==> src/rtl/core/plfd_pkg.sv <==
// Package with the shared types and constants of the sync-word frame deframer.
`timescale 1ns / 1ps

package plfd_pkg;

  localparam logic [31:0] SYNC_RESET = 32'hAA55_C33C;
  localparam logic [7:0]  MIN_LEN    = 8'd2;
  localparam logic [7:0]  POS_ID     = 8'd0;
  localparam logic [7:0]  POS_LEN    = 8'd1;
  localparam logic [7:0]  POS_DATA0  = 8'd2;

  typedef enum logic [2:0] {
    PH_SYNC0 = 3'd0,
    PH_SYNC1 = 3'd1,
    PH_SYNC2 = 3'd2,
    PH_SYNC3 = 3'd3,
    PH_ID    = 3'd4,
    PH_LEN   = 3'd5,
    PH_DATA  = 3'd6
  } plfd_phase_t;

  typedef struct packed {
    logic       bad_length;
    logic       last;
    logic [7:0] byte_pos;
    logic [7:0] msg_byte;
  } plfd_result_t;

endpackage

==> src/rtl/core/preamble_length_frame_deframer.sv <==
// Top level: hunts for a sync word and emits the length-prefixed message bytes that follow.
// A message byte is registered in the output register, or in the skid entry while the output is stalled.
// Throughput: one received byte per cycle while the skid entry is empty; the phase compare and position
// counter are combinational, and a two-entry output stage lets input continue until the skid entry fills.
// Reset (rst, synchronous, active high) restarts the hunt at the first sync byte,
// clears the length and position, empties the output stage and reloads the sync word.
`timescale 1ns / 1ps

module preamble_length_frame_deframer
  import plfd_pkg::*;
(
  input  logic        clk,
  input  logic        rst,
  input  logic        cfg_wr_en,
  input  logic [31:0] cfg_wr_data,     // sync_pattern, first sync byte in bits 31..24
  input  logic        s_axis_tvalid,
  output logic        s_axis_tready,
  input  logic [7:0]  s_axis_tdata,    // rx_byte
  output logic        m_axis_tvalid,
  input  logic        m_axis_tready,
  output logic [15:0] m_axis_tdata,    // msg_byte [7:0], byte_pos [15:8]
  output logic        m_axis_tlast,    // last
  output logic        m_axis_tuser     // bad_length
);

  logic [31:0]  sync_pattern;
  plfd_phase_t  phase, phase_next;
  logic [7:0]   frame_len, frame_len_next;
  logic [7:0]   pos_count, pos_count_next;

  plfd_result_t res;
  logic         res_valid;
  logic [7:0]   sync_byte;
  logic         data_fin;
  logic         in_xfer;

  plfd_result_t out_res, skid_res;
  logic         out_valid, skid_valid;

  assign in_xfer = s_axis_tvalid && s_axis_tready;

  always_ff @(posedge clk) begin
    if (rst) begin
      sync_pattern <= SYNC_RESET;
    end else if (cfg_wr_en) begin
      sync_pattern <= cfg_wr_data;
    end
  end

  always_comb begin
    unique case (phase)
      PH_SYNC1: sync_byte = sync_pattern[23:16];
      PH_SYNC2: sync_byte = sync_pattern[15:8];
      PH_SYNC3: sync_byte = sync_pattern[7:0];
      default:  sync_byte = sync_pattern[31:24];
    endcase
  end

  assign data_fin = ({1'b0, pos_count} + 9'd1) >= {1'b0, frame_len};

  always_comb begin
    phase_next     = phase;
    frame_len_next = frame_len;
    pos_count_next = pos_count;
    res_valid      = 1'b0;
    res.msg_byte   = s_axis_tdata;
    res.byte_pos   = POS_ID;
    res.last       = 1'b0;
    res.bad_length = 1'b0;
    unique case (phase)
      PH_SYNC1, PH_SYNC2, PH_SYNC3: begin
        phase_next = (s_axis_tdata == sync_byte) ? plfd_phase_t'(phase + 3'd1) : PH_SYNC0;
      end
      PH_ID: begin
        res_valid  = 1'b1;
        phase_next = PH_LEN;
      end
      PH_LEN: begin
        res_valid    = 1'b1;
        res.byte_pos = POS_LEN;
        if (s_axis_tdata <= MIN_LEN) begin
          // A length of two ends the message here; anything shorter is flagged as a bad length and also ends it.
          res.last       = 1'b1;
          res.bad_length = (s_axis_tdata < MIN_LEN);
          phase_next     = PH_SYNC0;
          frame_len_next = '0;
          pos_count_next = '0;
        end else begin
          phase_next     = PH_DATA;
          frame_len_next = s_axis_tdata;
          pos_count_next = POS_DATA0;
        end
      end
      PH_DATA: begin
        res_valid    = 1'b1;
        res.byte_pos = pos_count;
        res.last     = data_fin;
        if (data_fin) begin
          phase_next     = PH_SYNC0;
          frame_len_next = '0;
          pos_count_next = '0;
        end else begin
          pos_count_next = pos_count + 8'd1;
        end
      end
      default: begin
        // The first sync byte, and the unused phase code, which behaves the same.
        phase_next = (s_axis_tdata == sync_byte) ? PH_SYNC1 : PH_SYNC0;
      end
    endcase
  end

  always_ff @(posedge clk) begin
    if (rst) begin
      phase     <= PH_SYNC0;
      frame_len <= '0;
      pos_count <= '0;
    end else if (in_xfer) begin
      phase     <= phase_next;
      frame_len <= frame_len_next;
      pos_count <= pos_count_next;
    end
  end

  // Output register plus one skid entry; the input stalls only when the skid entry is full.
  assign s_axis_tready = !skid_valid;

  always_ff @(posedge clk) begin
    if (rst) begin
      out_valid  <= 1'b0;
      skid_valid <= 1'b0;
    end else if (m_axis_tready || !out_valid) begin
      out_valid  <= skid_valid || (in_xfer && res_valid);
      skid_valid <= 1'b0;
    end else if (in_xfer && res_valid) begin
      skid_valid <= 1'b1;
    end
  end

  always_ff @(posedge clk) begin
    if (m_axis_tready || !out_valid) begin
      out_res <= skid_valid ? skid_res : res;
    end else if (in_xfer && res_valid) begin
      skid_res <= res;
    end
  end

  assign m_axis_tvalid = out_valid;
  assign m_axis_tdata  = {out_res.byte_pos, out_res.msg_byte};
  assign m_axis_tlast  = out_res.last;
  assign m_axis_tuser  = out_res.bad_length;

endmodule

==> config.mk <==
export PLATFORM = sky130hd
export DESIGN_NAME = preamble_length_frame_deframer
export DESIGN_NICKNAME = d
export VERILOG_FILES = /design/src/rtl/core/plfd_pkg.sv /design/src/rtl/core/preamble_length_frame_deframer.sv
export SDC_FILE = /design/constraint.sdc
export NUM_CORES = 1
export LEC_CHECK = 0
export BUFFER_PORTS_ARGS = -buffer_cell sky130_fd_sc_hd__buf_2
export CAP_MARGIN = 10
export CORE_MARGIN = 2
export CORE_UTILIZATION = 35
export DETAILED_ROUTE_END_ITERATION = 12
export HOLD_SLACK_MARGIN = 0.12
export PLACE_DENSITY = 0.58
export SKIP_CTS_REPAIR_TIMING = 1
export SYNTH_ARGS = -nofsm -noshare
export SYNTH_HDL_FRONTEND = slang
export SYNTH_SLANG_ARGS = --single-unit
==> constraint.sdc <==
create_clock -name clk -period 3.23 [get_ports clk]
set_input_delay 0.646 -clock clk [delete_from_list [all_inputs] [get_ports clk]]
set_output_delay 0.646 -clock clk [all_outputs]
set_load 0.05 [all_outputs]
==> run_results.csv <==
group,metric,value,unit
pwr,p_leak,2.088,nW
global_route,grt_antenna_before_repair,0,
setup_path,worstSetupStartpointType,"register",
cts,cts-buffers-inserted,9,
setup_path,cp_data_arrival_time,3.22,ns
cells_and_area,area_delta_synth_final,20.66,%
yosys,seq_area_frac_synth,52.40,%
yosys,synth_compound_area_share,10.71,%
cts,clkSinkCount,89,
drt,dr_total_vias,3126,
cells_and_area,seq_area,0.002147,mm2
cts,clock_path_buffers,2,
floorplan,die_y,112.1,um
yosys,synthCells,384,
yosys,ys_ff_latch,89,
timing,slew_headroom,38.41,%
setup_path,critical_path_class,"register to register",
pwr,ir_drop,0.0002340,V
timing,slew_viol_final,0,
place,dp_hpwl,6613,um
timing,fmax,0.3331,GHz
setup_path,cp_data_required_time,3.45,ns
floorplan,dieArea,0.01256,mm2
global_route,grt_max_degree,33,
cells_and_area,utilization,43.20,%
timing,rsz0062_at_grt,"no",
pwr,p_per_area,505.0,mW/mm2
cts,cts_root_buf,"clkbuf_16",
cells_and_area,layout_common_cells,"buf_2, dfxtp_1, edfxtp_1",
yosys,yosysWarnings,0,
drt,drc,0,
cells_and_area,multiInputGateArea,0.001837,mm2
cts,ctsHtreeMaxLevel,3,
drt,ant_nets,0,
yosys,synth_top_family_by_area,"simple AND/OR/NAND/NOR gates",
cells_and_area,drive_above_1_share,26.33,%
drt,wl_per_cell,15.85,um
cells_and_area,nets,506,
yosys,synth.avg_cell_area,10.64,um2
yosys,synthAdderAreaFrac,4.285,%
global_route,grt_pass1_vias,3085,
timing,hold_ws,0.4664,ns
yosys,synth_cell_type_count,48,
run,drv_cap,0,
min_path,hold_path_class,"register to register",
yosys,synth_mux_area_share,12.52,%
timing,skew,0.006063,ns
drt,via_per_inst,5.254,
cells_and_area,nFillCells,1124,
global_route,grt_first_pass_wirelength,15280,um
timing,tns,0,ns
drt,drt_iter0_drc,204,
yosys,yosys.area_share.xor_xnor,2.571,%
cts,clock_latency,0.34,ns
global_route,grt.overflow.total,0,
drt,drt-pass1-iter-count,7,
timing,setup_viol_count_final,0,
timing,finalHoldViolCount,0,
cells_and_area,mostFrequentLayoutCell,"buf_2",
setup_path,cp-end-kind,"register",
yosys,ys.flop_type,"dfxtp_1",
timing,min_period,3.002,ns
yosys,async_reset_ff_share,0,%
timing,tightest_slew,0.9238,ns
cts,cts.clk_slew.worst_paths,0.07,ns
status,outcome,"finished clean",
yosys,syn-num-nets,443,
place,gp_congestion,0.8581,
yosys,synth-simple-area-share,13.65,%
setup_path,critPathMaxFanout,7,
floorplan,boundaryPins,65,
timing,fin_crit_sh,92.94,%
floorplan,initial_core_util,35.80,%
yosys,synth_edf_count,36,
floorplan,design.core.area,0.01142,mm2
drt,drt_wl_total,9431,um
place,port_buffers,64,
cells_and_area,n_antenna_cell,0,
yosys,netlist_area,0.004088,mm2
cts,tritoncts,"yes",
floorplan,die_x,112.1,um
global_route,grt_usage,15.33,%
floorplan,rows,39,
sequential cells by signal, indices dropped and copies added, names as in the netlist:
| signal | count |
|---|---|
| sync_pattern | 32 |
| phase | 3 |
| m_axis_tlast | 1 |
| m_axis_tuser | 1 |
| skid_valid | 1 |
| m_axis_tdata | 16 |
| frame_len | 8 |
| skid_res | 18 |
| m_axis_tvalid | 1 |
| pos_count | 8 |
through the flow:
stage / power (mW) / setup slack, ns / instance area, um2 / instances
floorplan: 1.348 / 0.2382 / 4088 / 384
global placement: 1.413 / 0.1996 / 4569 / 579
detailed placement: 1.417 / 0.09057 / 4569 / 579
CTS: 2.516 / -0.02914 / 4883 / 595
global route: 2.584 / 0.001983 / 4932 / 595
finish: 2.491 / 0.2279 / 4932 / 595
final timing paths:
| kind | from | cells after the start | to | slack [ns] |
|---|---|---|---|---|
| setup / recovery | pos_count[0] | 13 | phase[1] | 0.23 |
| hold / removal | frame_len[1] | 2 | frame_len[1] | 0.47 |
| setup reg to reg | pos_count[0] | 13 | phase[1] | 0.23 |
| hold reg to reg | frame_len[1] | 2 | frame_len[1] | 0.47 |
Yosys cell counts, types with 2 or more instances:
master / instances / share of area, %
edfxtp_1: 36 / 26
a31oi_1: 5 / 0.77
nand3_1: 14 / 1.7
a22o_1: 2 / 0.43
a222oi_1: 8 / 2.0
ha_1: 14 / 4.3
nor2b_1: 3 / 0.46
nand4_1: 2 / 0.31
mux2_2: 16 / 4.4
dfxtp_1: 53 / 26
xor2_1: 8 / 1.7
nand2_1: 36 / 3.3
o21ai_0: 2 / 0.24
inv_1: 14 / 1.3
a21oi_1: 27 / 3.3
and3_1: 11 / 1.7
inv_2: 2 / 0.18
xnor2_1: 4 / 0.86
o21ai_1: 4 / 0.49
a21o_1: 4 / 0.73
clkbuf_1: 13 / 1.2
mux2i_1: 32 / 7.8
buf_1: 4 / 0.37
o31ai_1: 3 / 0.55
a22oi_1: 3 / 0.55
buf_2: 2 / 0.24
nor3_1: 11 / 1.3
nor2_1: 27 / 2.5
nand2b_1: 5 / 0.77
cell type report:
type	instances	area share (%)
Inverter	16	1.218
Clock inverter	5	1.218
Clock buffer	11	5.150
Sequential cell	89	43.53
Multi-Input combinational cell	257	37.24
Tap cell	143	3.628
Timing Repair Buffer	74	8.016
worst max-delay path, cell delays in order, from the launching register on:
cell       delay (ns)
dfxtp_4          0.39
and3_1           0.19
and3_1           0.19
nand3_1          0.13
xnor2_2          0.18
ha_1             0.30
and3_1           0.20
a221o_1          0.33
a31oi_2          0.19
o2111ai_2        0.21
buf_4            0.21
nand2_1          0.10
nand4b_1         0.17
o22ai_1          0.10
kinds of logic (layout without fill, tap and decap cells):
group	count (synthesis)	after routing
AND/OR/NAND/NOR	116	116
flip-flops	89	89
AO/OA/AOI/OAI	66	66
multiplexers	49	49
buffers and inverters	38	106
adder cells (fa/ha/maj)	14	14
XOR/XNOR	12	12
metal layers:
| metal | vias up | wire [um] | global-route usage, % |
|---|---|---|---|
| li1 | 1520 | - | - |
| met1 | 1477 | 4214 | 19.70 |
| met2 | 116 | 4413 | 24.69 |
| met3 | 13 | 629 | 4.590 |
| met4 | 0 | 174 | 5.528 |
| met5 | - | 0 | 0 |
power by group:
| part | total, mW | internal [mW] | switching, mW |
|---|---|---|---|
| Clock | 1.10 | 0.652 | 0.448 |
| Combinational | 0.184 | 0.0749 | 0.109 |
| Sequential | 1.21 | 1.19 | 0.0158 |
Note: power is estimated with default switching activity, not from simulation.
